<file path="config.mk">
export PLATFORM = sky130hd
export DESIGN_NAME = ipd_frame_extractor
export DESIGN_NICKNAME = d
export VERILOG_FILES = /design/src/hw/rtl/ipd_pkg.sv /design/src/hw/rtl/ipd_front.sv /design/src/hw/rtl/ipd_queue.sv /design/src/hw/rtl/ipd_back.sv /design/src/hw/rtl/ipd_frame_extractor.sv
export SDC_FILE = /design/constraint.sdc
export NUM_CORES = 1
export LEC_CHECK = 0
export BUFFER_PORTS_ARGS = -buffer_cell sky130_fd_sc_hd__buf_2
export CORE_MARGIN = 8
export CORE_UTILIZATION = 40
export DETAILED_ROUTE_END_ITERATION = 16
export GPL_TIMING_DRIVEN = 0
export PLACE_DENSITY = 0.6
export SLEW_MARGIN = 20
export SYNTH_ARGS = -nofsm -noshare
export SYNTH_HDL_FRONTEND = slang
export SYNTH_SLANG_ARGS = --single-unit
</file>
<file path="constraint.sdc">
create_clock -name clk -period 6.4 [get_ports clk]
set_clock_uncertainty 0.1 [all_clocks]
set_input_delay 0.96 -clock clk [delete_from_list [all_inputs] [get_ports clk]]
set_output_delay 0.96 -clock clk [all_outputs]
set_load 0.05 [all_outputs]
</file>
<file path="src/hw/rtl/ipd_pkg.sv">
// Types and constants shared by the +IPD frame extractor.
package ipd_pkg;

	localparam logic [7:0] CH_PLUS  = 8'h2B;
	localparam logic [7:0] CH_I     = 8'h49;
	localparam logic [7:0] CH_P     = 8'h50;
	localparam logic [7:0] CH_D     = 8'h44;
	localparam logic [7:0] CH_COMMA = 8'h2C;
	localparam logic [7:0] CH_COLON = 8'h3A;
	localparam logic [7:0] CH_ZERO  = 8'h30;
	localparam logic [7:0] CH_NINE  = 8'h39;
	localparam logic [7:0] CH_NUL   = 8'h00;
	localparam logic [7:0] PRINT_LO = 8'd31;
	localparam logic [7:0] PRINT_HI = 8'd127;

	localparam logic [3:0] PORT_MAX  = 4'd9;
	localparam logic [2:0] LEN_BYTES = 3'd4;

	localparam int CFG_IDX_W  = 2;
	localparam int CFG_DATA_W = 4;

	typedef enum logic [CFG_IDX_W-1:0] {
		CFG_FILTER_PRINTABLE = 2'd0,
		CFG_HIGHEST_PORT     = 2'd1
	} cfg_idx_t;

	typedef enum logic [3:0] {
		PH_HUNT  = 4'd0,
		PH_I     = 4'd1,
		PH_P     = 4'd2,
		PH_D     = 4'd3,
		PH_COMMA = 4'd4,
		PH_PORT  = 4'd5,
		PH_SEP   = 4'd6,
		PH_LEN   = 4'd7,
		PH_PAY   = 4'd8
	} phase_t;

	typedef enum logic [1:0] {
		KIND_HEADER = 2'd0,
		KIND_BYTE   = 2'd1,
		KIND_END    = 2'd2,
		KIND_REJECT = 2'd3
	} kind_t;

	typedef struct packed {
		logic [7:0] rx_byte;
		logic       restart;
	} rx_item_t;

	typedef struct packed {
		logic [1:0] result_kind;
		logic [3:0] port;
		logic [7:0] data_byte;
		logic [7:0] byte_count;
		logic       last;
	} res_item_t;

	// byte as seen by the parser: raw value plus pre-decoded flags
	typedef struct packed {
		logic [7:0] rx_byte;
		logic       restart;
		logic       is_plus;
		logic       is_i;
		logic       is_p;
		logic       is_d;
		logic       is_comma;
		logic       is_colon;
		logic       is_digit;
		logic [3:0] digit;
		logic       is_print;
		logic       is_nul;
	} ipd_class_t;

	typedef struct packed {
		logic filter_printable;
		logic [3:0] highest_port;
	} ipd_cfg_t;

endpackage

</file>
<file path="src/hw/rtl/ipd_front.sv">
// Front end: takes received words and decodes each byte into parser flags.
module ipd_front (
	input  ipd_pkg::rx_item_t   rx_item,
	input  logic                rx_valid,
	output logic                rx_stall,
	input  logic                q_full,
	output logic                q_push,
	output ipd_pkg::ipd_class_t q_wdata
);
	import ipd_pkg::*;

	logic [7:0] b;

	assign b        = rx_item.rx_byte;
	assign rx_stall = q_full;
	assign q_push   = rx_valid && !q_full;

	always_comb begin
		q_wdata          = '0;
		q_wdata.rx_byte  = b;
		q_wdata.restart  = rx_item.restart;
		q_wdata.is_plus  = (b == CH_PLUS);
		q_wdata.is_i     = (b == CH_I);
		q_wdata.is_p     = (b == CH_P);
		q_wdata.is_d     = (b == CH_D);
		q_wdata.is_comma = (b == CH_COMMA);
		q_wdata.is_colon = (b == CH_COLON);
		q_wdata.is_digit = (b >= CH_ZERO) && (b <= CH_NINE);
		q_wdata.digit    = b[3:0];
		q_wdata.is_print = (b > PRINT_LO) && (b < PRINT_HI);
		q_wdata.is_nul   = (b == CH_NUL);
	end

endmodule

</file>
<file path="src/hw/rtl/ipd_queue.sv">
// Short queue of decoded bytes between front end and parser.
module ipd_queue #(
	parameter int DEPTH = 4
) (
	input  logic                clk,
	input  logic                arst_n,
	input  logic                push,
	input  ipd_pkg::ipd_class_t wdata,
	output logic                full,
	input  logic                pop,
	output logic                not_empty,
	output ipd_pkg::ipd_class_t rdata
);
	import ipd_pkg::*;

	localparam int PTR_W = (DEPTH > 1) ? $clog2(DEPTH) : 1;
	localparam int CNT_W = $clog2(DEPTH + 1);
	localparam logic [PTR_W-1:0] PTR_LAST = PTR_W'(DEPTH - 1);
	localparam logic [CNT_W-1:0] CNT_FULL = CNT_W'(DEPTH);
	localparam logic [PTR_W-1:0] PTR_ONE  = PTR_W'(1);
	localparam logic [CNT_W-1:0] CNT_ONE  = CNT_W'(1);

	ipd_class_t       slot_q [DEPTH];
	logic [PTR_W-1:0] wr_ptr_q;
	logic [PTR_W-1:0] rd_ptr_q;
	logic [CNT_W-1:0] count_q;
	logic             do_push;
	logic             do_pop;

	assign full      = (count_q == CNT_FULL);
	assign not_empty = (count_q != '0);
	assign do_push   = push && !full;
	assign do_pop    = pop && not_empty;
	assign rdata     = slot_q[rd_ptr_q];

	always_ff @(posedge clk) begin
		if (do_push) begin
			slot_q[wr_ptr_q] <= wdata;
		end
	end

	always_ff @(posedge clk or negedge arst_n) begin
		if (!arst_n) begin
			wr_ptr_q <= '0;
			rd_ptr_q <= '0;
			count_q  <= '0;
		end else begin
			if (do_push) begin
				wr_ptr_q <= (wr_ptr_q == PTR_LAST) ? '0 : wr_ptr_q + PTR_ONE;
			end
			if (do_pop) begin
				rd_ptr_q <= (rd_ptr_q == PTR_LAST) ? '0 : rd_ptr_q + PTR_ONE;
			end
			if (do_push && !do_pop) begin
				count_q <= count_q + CNT_ONE;
			end else if (do_pop && !do_push) begin
				count_q <= count_q - CNT_ONE;
			end
		end
	end

endmodule

</file>
<file path="src/hw/rtl/ipd_back.sv">
// Parser: walks the +IPD header state machine and registers one result word.
module ipd_back (
	input  logic                clk,
	input  logic                arst_n,
	input  ipd_pkg::ipd_cfg_t   cfg,
	input  logic                q_not_empty,
	input  ipd_pkg::ipd_class_t q_rdata,
	output logic                q_pop,
	output logic                res_valid,
	input  logic                res_stall,
	output ipd_pkg::res_item_t  res_item
);
	import ipd_pkg::*;

	phase_t     phase_q, phase_d, cur_ph;
	logic [3:0] frame_port_q, frame_port_d;
	logic [7:0] length_q, length_d;
	logic       digits_open_q, digits_open_d;
	logic [2:0] len_pos_q, len_pos_d;
	logic [7:0] left_q, left_d;
	logic [7:0] passed_q, passed_d;
	logic       res_valid_q;
	res_item_t  res_q;

	logic       emit;
	res_item_t  emit_item;
	logic [3:0] limit;
	logic [7:0] len_acc;
	logic [7:0] left_dec;
	logic [7:0] passed_inc;
	logic       pass_byte;

	assign q_pop     = q_not_empty && (!res_valid_q || !res_stall);
	assign res_valid = res_valid_q;
	assign res_item  = res_q;

	assign cur_ph     = q_rdata.restart ? PH_HUNT : phase_q;
	assign limit      = (cfg.highest_port > PORT_MAX) ? PORT_MAX : cfg.highest_port;
	assign len_acc    = {length_q[4:0], 3'b000} + {length_q[6:0], 1'b0}
		+ {4'd0, q_rdata.digit};
	assign left_dec   = left_q - 8'd1;
	assign passed_inc = passed_q + 8'd1;
	assign pass_byte  = !cfg.filter_printable || q_rdata.is_print;

	// next phase
	always_comb begin
		phase_d = cur_ph;
		case (cur_ph)
			PH_HUNT: begin
				phase_d = q_rdata.is_plus ? PH_I : PH_HUNT;
			end
			PH_I, PH_P, PH_D, PH_COMMA: begin
				if ((cur_ph == PH_I && q_rdata.is_i) || (cur_ph == PH_P && q_rdata.is_p)
						|| (cur_ph == PH_D && q_rdata.is_d)
						|| (cur_ph == PH_COMMA && q_rdata.is_comma)) begin
					phase_d = phase_t'(cur_ph + 4'd1);
				end else if (q_rdata.is_plus) begin
					phase_d = PH_I;
				end else begin
					phase_d = PH_HUNT;
				end
			end
			PH_PORT: begin
				phase_d = (q_rdata.is_digit && q_rdata.digit <= limit) ? PH_SEP : PH_HUNT;
			end
			PH_SEP: begin
				phase_d = PH_LEN;
			end
			PH_LEN: begin
				if (q_rdata.is_colon) begin
					phase_d = (length_q == '0) ? PH_HUNT : PH_PAY;
				end else if (len_pos_d >= LEN_BYTES) begin
					phase_d = (length_d == '0) ? PH_HUNT : PH_PAY;
				end
			end
			PH_PAY: begin
				if ((cfg.filter_printable && q_rdata.is_nul) || left_dec == '0) begin
					phase_d = PH_HUNT;
				end
			end
			default: begin
				phase_d = q_rdata.is_plus ? PH_I : PH_HUNT;
			end
		endcase
	end

	// datapath updates and result word
	always_comb begin
		frame_port_d  = frame_port_q;
		length_d      = length_q;
		digits_open_d = digits_open_q;
		len_pos_d     = len_pos_q;
		left_d        = left_q;
		passed_d      = passed_q;
		emit          = 1'b0;
		emit_item     = '0;
		case (cur_ph)
			PH_PORT: begin
				if (q_rdata.is_digit && q_rdata.digit <= limit) begin
					frame_port_d = q_rdata.digit;
				end else begin
					emit                  = 1'b1;
					emit_item.result_kind = KIND_REJECT;
					emit_item.last        = 1'b1;
				end
			end
			PH_SEP: begin
				length_d      = '0;
				digits_open_d = 1'b1;
				len_pos_d     = '0;
			end
			PH_LEN: begin
				if (!q_rdata.is_colon) begin
					if (digits_open_q && q_rdata.is_digit) begin
						length_d = len_acc;
					end else begin
						digits_open_d = 1'b0;
					end
					len_pos_d = len_pos_q + 3'd1;
				end
				// a colon, or the fourth length byte, closes the header
				if (q_rdata.is_colon || len_pos_d >= LEN_BYTES) begin
					emit           = 1'b1;
					emit_item.port = frame_port_q;
					if (length_d == '0) begin
						emit_item.result_kind = KIND_REJECT;
						emit_item.last        = 1'b1;
					end else begin
						emit_item.result_kind = KIND_HEADER;
						emit_item.data_byte   = length_d;
						left_d                = length_d;
						passed_d              = '0;
					end
				end
			end
			PH_PAY: begin
				emit_item.port = frame_port_q;
				if (cfg.filter_printable && q_rdata.is_nul) begin
					emit                  = 1'b1;
					emit_item.result_kind = KIND_END;
					emit_item.byte_count  = passed_q;
					emit_item.last        = 1'b1;
				end else begin
					left_d = left_dec;
					if (pass_byte) begin
						passed_d              = passed_inc;
						emit                  = 1'b1;
						emit_item.result_kind = KIND_BYTE;
						emit_item.data_byte   = q_rdata.rx_byte;
						emit_item.byte_count  = passed_inc;
						emit_item.last        = (left_dec == '0);
					end else if (left_dec == '0) begin
						// dropped final byte still closes the frame
						emit                  = 1'b1;
						emit_item.result_kind = KIND_END;
						emit_item.byte_count  = passed_q;
						emit_item.last        = 1'b1;
					end
				end
			end
			default: begin
			end
		endcase
	end

	always_ff @(posedge clk or negedge arst_n) begin
		if (!arst_n) begin
			phase_q       <= PH_HUNT;
			frame_port_q  <= '0;
			length_q      <= '0;
			digits_open_q <= 1'b1;
			len_pos_q     <= '0;
			left_q        <= '0;
			passed_q      <= '0;
			res_valid_q   <= 1'b0;
		end else begin
			if (q_pop) begin
				phase_q       <= phase_d;
				frame_port_q  <= frame_port_d;
				length_q      <= length_d;
				digits_open_q <= digits_open_d;
				len_pos_q     <= len_pos_d;
				left_q        <= left_d;
				passed_q      <= passed_d;
				res_valid_q   <= emit;
			end else if (!res_stall) begin
				res_valid_q <= 1'b0;
			end
		end
	end

	always_ff @(posedge clk) begin
		if (q_pop && emit) begin
			res_q <= emit_item;
		end
	end

	a_header_len_nonzero: assert property (@(posedge clk) disable iff (!arst_n)
		res_valid_q && res_q.result_kind == KIND_HEADER |-> res_q.data_byte != '0)
		else $error("header word with zero length");

	a_reject_is_last: assert property (@(posedge clk) disable iff (!arst_n)
		res_valid_q && res_q.result_kind == KIND_REJECT |-> res_q.last)
		else $error("reject word not marked last");

	a_byte_counted: assert property (@(posedge clk) disable iff (!arst_n)
		res_valid_q && res_q.result_kind == KIND_BYTE |-> res_q.byte_count != '0)
		else $error("payload word with zero count");

	a_pay_has_left: assert property (@(posedge clk) disable iff (!arst_n)
		phase_q == PH_PAY |-> left_q != '0)
		else $error("payload phase with nothing left");

	a_header_after_len: assert property (@(posedge clk) disable iff (!arst_n)
		q_pop && emit && emit_item.result_kind == KIND_HEADER |=> phase_q == PH_PAY)
		else $error("header accepted without entering payload");

endmodule

</file>
<file path="src/hw/rtl/ipd_frame_extractor.sv">
// +IPD frame extractor top level: config registers, front end, queue and parser.
// Usage:
//   rx channel (rx_valid / rx_stall / rx_item) carries one received modem byte
//   per word, with a restart flag that aborts any frame at that byte.
//   res channel (res_valid / res_stall / res_item) carries zero or one result
//   word per received byte: header accepted, payload byte, payload end or
//   header rejected, tagged with port, running count and a last flag.
//   cfg channel (cfg_valid / cfg_ready / cfg_index / cfg_data) writes
//   filter_printable (index 0) and highest_port (index 1); cfg_ready is
//   always high. Write only while the block is idle.
// Timing:
//   One byte per cycle sustained while res_stall is low. A byte accepted is
//   written into a queue slot, and its result into the parser's output
//   register. The parser handles one queued byte per cycle unless stalled.
// Stalls:
//   A stalled result holds in the output register; the parser stops and the
//   queue fills, then rx_stall rises once it is full. Nothing is dropped.
// Reset:
//   arst_n clears the queue, the result valid flag and the parser to hunting
//   for '+'; filter_printable resets to 0 and highest_port to 4.
module ipd_frame_extractor #(
	parameter int QUEUE_DEPTH = 4
) (
	input  logic                              clk,
	input  logic                              arst_n,
	input  logic                              rx_valid,
	output logic                              rx_stall,
	input  ipd_pkg::rx_item_t                 rx_item,
	output logic                              res_valid,
	input  logic                              res_stall,
	output ipd_pkg::res_item_t                res_item,
	input  logic                              cfg_valid,
	output logic                              cfg_ready,
	input  logic [ipd_pkg::CFG_IDX_W-1:0]     cfg_index,
	input  logic [ipd_pkg::CFG_DATA_W-1:0]    cfg_data
);
	import ipd_pkg::*;

	ipd_cfg_t   cfg_q;
	ipd_class_t q_wdata;
	ipd_class_t q_rdata;
	logic       q_push;
	logic       q_pop;
	logic       q_full;
	logic       q_not_empty;

	assign cfg_ready = 1'b1;

	always_ff @(posedge clk or negedge arst_n) begin
		if (!arst_n) begin
			cfg_q.filter_printable <= 1'b0;
			cfg_q.highest_port     <= 4'd4;
		end else if (cfg_valid && cfg_ready) begin
			case (cfg_index)
				CFG_FILTER_PRINTABLE: cfg_q.filter_printable <= cfg_data[0];
				CFG_HIGHEST_PORT:     cfg_q.highest_port     <= cfg_data[3:0];
				default: begin
				end
			endcase
		end
	end

	ipd_front u_front (
		.rx_item  (rx_item),
		.rx_valid (rx_valid),
		.rx_stall (rx_stall),
		.q_full   (q_full),
		.q_push   (q_push),
		.q_wdata  (q_wdata)
	);

	ipd_queue #(
		.DEPTH (QUEUE_DEPTH)
	) u_queue (
		.clk       (clk),
		.arst_n    (arst_n),
		.push      (q_push),
		.wdata     (q_wdata),
		.full      (q_full),
		.pop       (q_pop),
		.not_empty (q_not_empty),
		.rdata     (q_rdata)
	);

	ipd_back u_back (
		.clk         (clk),
		.arst_n      (arst_n),
		.cfg         (cfg_q),
		.q_not_empty (q_not_empty),
		.q_rdata     (q_rdata),
		.q_pop       (q_pop),
		.res_valid   (res_valid),
		.res_stall   (res_stall),
		.res_item    (res_item)
	);

endmodule
</file>
==> load_flow_metrics.sql <==
INSERT INTO impl_metrics (metric_group, metric, value, unit) VALUES
('logic_synthesis', 'synthMostInstantiatedCell', 'edfxtp_1', ''),
('power_and_ir_drop', 'power.ir.vdd_worst', '300', 'uV'),
('routing', 'dr.pass1.iters', '5', ''),
('routing', 'detail_route.drc_violations', '0', ''),
('grt', 'grt_max_degree', '50', ''),
('hold_path', 'holdCritPathClass', 'flip-flop to flip-flop', ''),
('layout', 'post_route_cells_drive_above_1_share', '0.174', ''),
('clock_network', 'clock_insertion_delay_worst_skew', '0.43', 'ns'),
('run_status', 'run_status', 'finished, final reports clean', ''),
('place', 'placed_cells_incl_taps', '880', ''),
('place', 'placer_congestion', '0.859', ''),
('logic_synthesis', 'async_reset_ff_frac', '0.340', ''),
('floorplanning', 'num_rows', '49', ''),
('clock_network', 'htree_levels', '4', ''),
('clock_network', 'clock-sinks', '144', ''),
('layout', 'final_cells', '911', ''),
('clock_network', 'maximum_count_of_clock_buffers_along_a_single_path', '2', ''),
('grt', 'grt_first_pass_wirelength', '26900', 'um'),
('critical_path', 'timing.setup.critical_path_class', 'flip-flop to flip-flop', ''),
('layout', 'num-nets-final', '721', ''),
('logic_synthesis', 'yosysWarnings', '0', ''),
('clock_network', 'postCtsResizedCells', '0', ''),
('critical_path', 'cp-end-kind', 'flip-flop', ''),
('grt', 'grt_overflow_total', '0', ''),
('routing', 'routedWlPerCell', '18.6', 'um'),
('critical_path', 'rr_startpoint', 'u_queue.rd_ptr_q[0]', ''),
('critical_path', 'ff2ff_path_depth', '14', ''),
('floorplanning', 'coreArea', '17900', 'um2'),
('timing', 'period_minus_slack', '5.11', 'ns'),
('routing', 'antenna_violating_nets_post_route', '0', ''),
('place', 'dpl_cell_area', '7790', 'um2'),
('critical_path', 'cpPeakStageDelay', '0.67', 'ns'),
('power_and_ir_drop', 'power_density', '363', 'nW/um2'),
('place', 'buffer_ports.inserted', '44', ''),
('critical_path', 'r2r-end', 'u_back.left_q[6]', ''),
('timing', 'timing.final.crit_share', '0.798', ''),
('timing', 'maxClockFrequency', '0.196', 'GHz'),
('logic_synthesis', 'synth_seq_area_share', '0.563', ''),
('floorplanning', 'ioPinCount', '46', ''),
('place', 'dp_hpwl', '11900', 'um'),
('logic_synthesis', 'synth_top_cell_area_share', '0.393', ''),
('logic_synthesis', 'post_synth_edffs', '95', ''),
('routing', 'routed_wl', '16900', 'um'),
('floorplanning', 'die_area', '22700', 'um2'),
('critical_path', 'r2r_slack', '1.29', 'ns'),
('clock_network', 'cts_post_setup_buffers_inserted', '0', ''),
('clock_network', 'root_buffer', 'clkbuf_16', ''),
('critical_path', 'worst_setup_path_start_kind', 'flip-flop', ''),
('timing', 'grt_setup_unrepaired', 'no', ''),
('logic_synthesis', 'synthCells', '606', ''),
('floorplanning', 'chip_height', '151', 'um'),
('layout', 'synthToLayoutAreaGrowth', '15.4', '%'),
('logic_synthesis', 'mappedNetlistNets', '657', ''),
('critical_path', 'critical_path.most_common_cell', 'fa_1', ''),
('logic_synthesis', 'synth_ff_type', 'edfxtp_1', ''),
('grt', 'grt_antenna_before_repair', '0', ''),
('critical_path', 'worst_setup_path_endpoint', 'u_back.left_q[6]', ''),
('logic_synthesis', 'ys_seq_elements', '144', ''),
('logic_synthesis', 'synthTopCellsByCount', 'edfxtp_1, nand2_1, dfrtp_1, nor2_1, o21ai_0', ''),
('grt', 'first_global_vias', '4967', ''),
('routing', 'detailed_route_via_count', '5023', ''),
('clock_network', 'cts.reportedPaths.clkPinSlew', '0.06', 'ns'),
('clock_network', 'ctsHoldBuffers', '0', ''),
('timing', 'final-hold-violation-count', '0', ''),
('hold_path', 'min_delay_path_depth', '1', ''),
('critical_path', 'worst_path_max_delay_cell', 'mux4_2', ''),
('grt', 'grt_use_total', '0.154', ''),
('timing', 'slew_violations', '0', ''),
('flow_run', 'maxCapViolations', '0', ''),
('critical_path', 'worst_ep_arrival_time', '5.32', 'ns'),
('clock_network', 'cts_inserted_buffers', '17', '');
==> per-stage QoR <==
stage                util  hold WS (ns)  setup TNS, ns  setup WS (ns)
floorplan               -         0.342              0          0.907
global route        0.468         0.404              0           1.00
global placement    0.434         0.370         -18.35         -0.779
detailed placement  0.435         0.387              0           1.24
CTS                 0.468         0.401              0           1.21
finish              0.468         0.400              0           1.29
==> placed cells by master (no fill, tap or decap), drive strengths merged, types with 27 or more instances in the layout <==
cell type / count
a21oi: 39
buf: 53
clkbuf: 27
dfrtp: 47
edfxtp: 95
ha: 28
inv: 28
nand2: 66
nor2: 42
o21ai: 49
==> sequential cells by signal, indices dropped and copies added (netlist names), 4 cells and up, named ones only <==
name,flops
u_back.length_q,8
u_back.frame_port_q,4
u_back.res_item,23
u_back.left_q,8
u_back.passed_q,8
cfg_q,5
u_back.phase_q,4
u_queue.slot_q,72
==> area by class of cell <==
cell class,instances,area [um2],area share
Sequential cell,144,4080,0.488
Multi-Input combinational cell,421,3020,0.361
Clock buffer,17,425,0.0508
Tap cell,229,287,0.0342
Timing Repair Buffer,45,234,0.0279
Clock inverter,14,153,0.0182
Inverter,23,86.3,0.0103
Buffer,18,85.1,0.0102
==> report_power, final <==
| part | switching (mW) | internal [mW] | leakage, nW |
|---|---|---|---|
| registers | 0.0518 | 1.14 | 1.54 |
| logic | 0.530 | 0.322 | 1.47 |
| clock network | 0.410 | 0.578 | 0.287 |
| total | 0.992 | 2.04 | 3.30 |
==> how the worst min path moves through the flow <==
stage / startpoint / end
2_1_floorplan: u_back.phase_q[1] / u_back.phase_q[1]
3_3_place_gp: u_back.phase_q[1] / u_back.phase_q[1]
3_5_place_dp: flip-flop / flip-flop
4_1_cts: u_queue.count_q[2] / u_queue.count_q[2]
5_1_grt: flip-flop / flip-flop
6_report: u_queue.count_q[2] / u_queue.count_q[2]
==> layer usage <==
| layer | vias up | routed length [um] | global-route usage |
|---|---|---|---|
| met2 | 118 | 8060 | 0.244 |
| met1 | 2494 | 7730 | 0.203 |
| met5 | - | 0 | 0 |
| met4 | 0 | 351 | 0.0584 |
| li1 | 2383 | - | - |
| met3 | 28 | 803 | 0.0352 |
==> cells by family (layout without fill, tap and decap cells) <==
kind of cell	Yosys count	after routing	synth area share
simple gates	209	209	0.145
flops	144	144	0.563
compound gates	136	136	0.116
buf+inv	41	117	0.0236
mux	34	34	0.0836
fa+ha+maj	31	31	0.0566
xor+xnor	10	10	0.0121
other cells	1	1	0.000517
==> critical path: cells and delay by family (launching register included) <==
kind            cells  cell delay, ns
xor+xnor            1            0.35
fa+ha+maj           2            0.93
flops               1            0.41
compound gates      3            0.69
mux                 2            0.97
simple gates        2            0.36
buf+inv             4            1.16
Note: power is estimated with default switching activity, not from simulation.
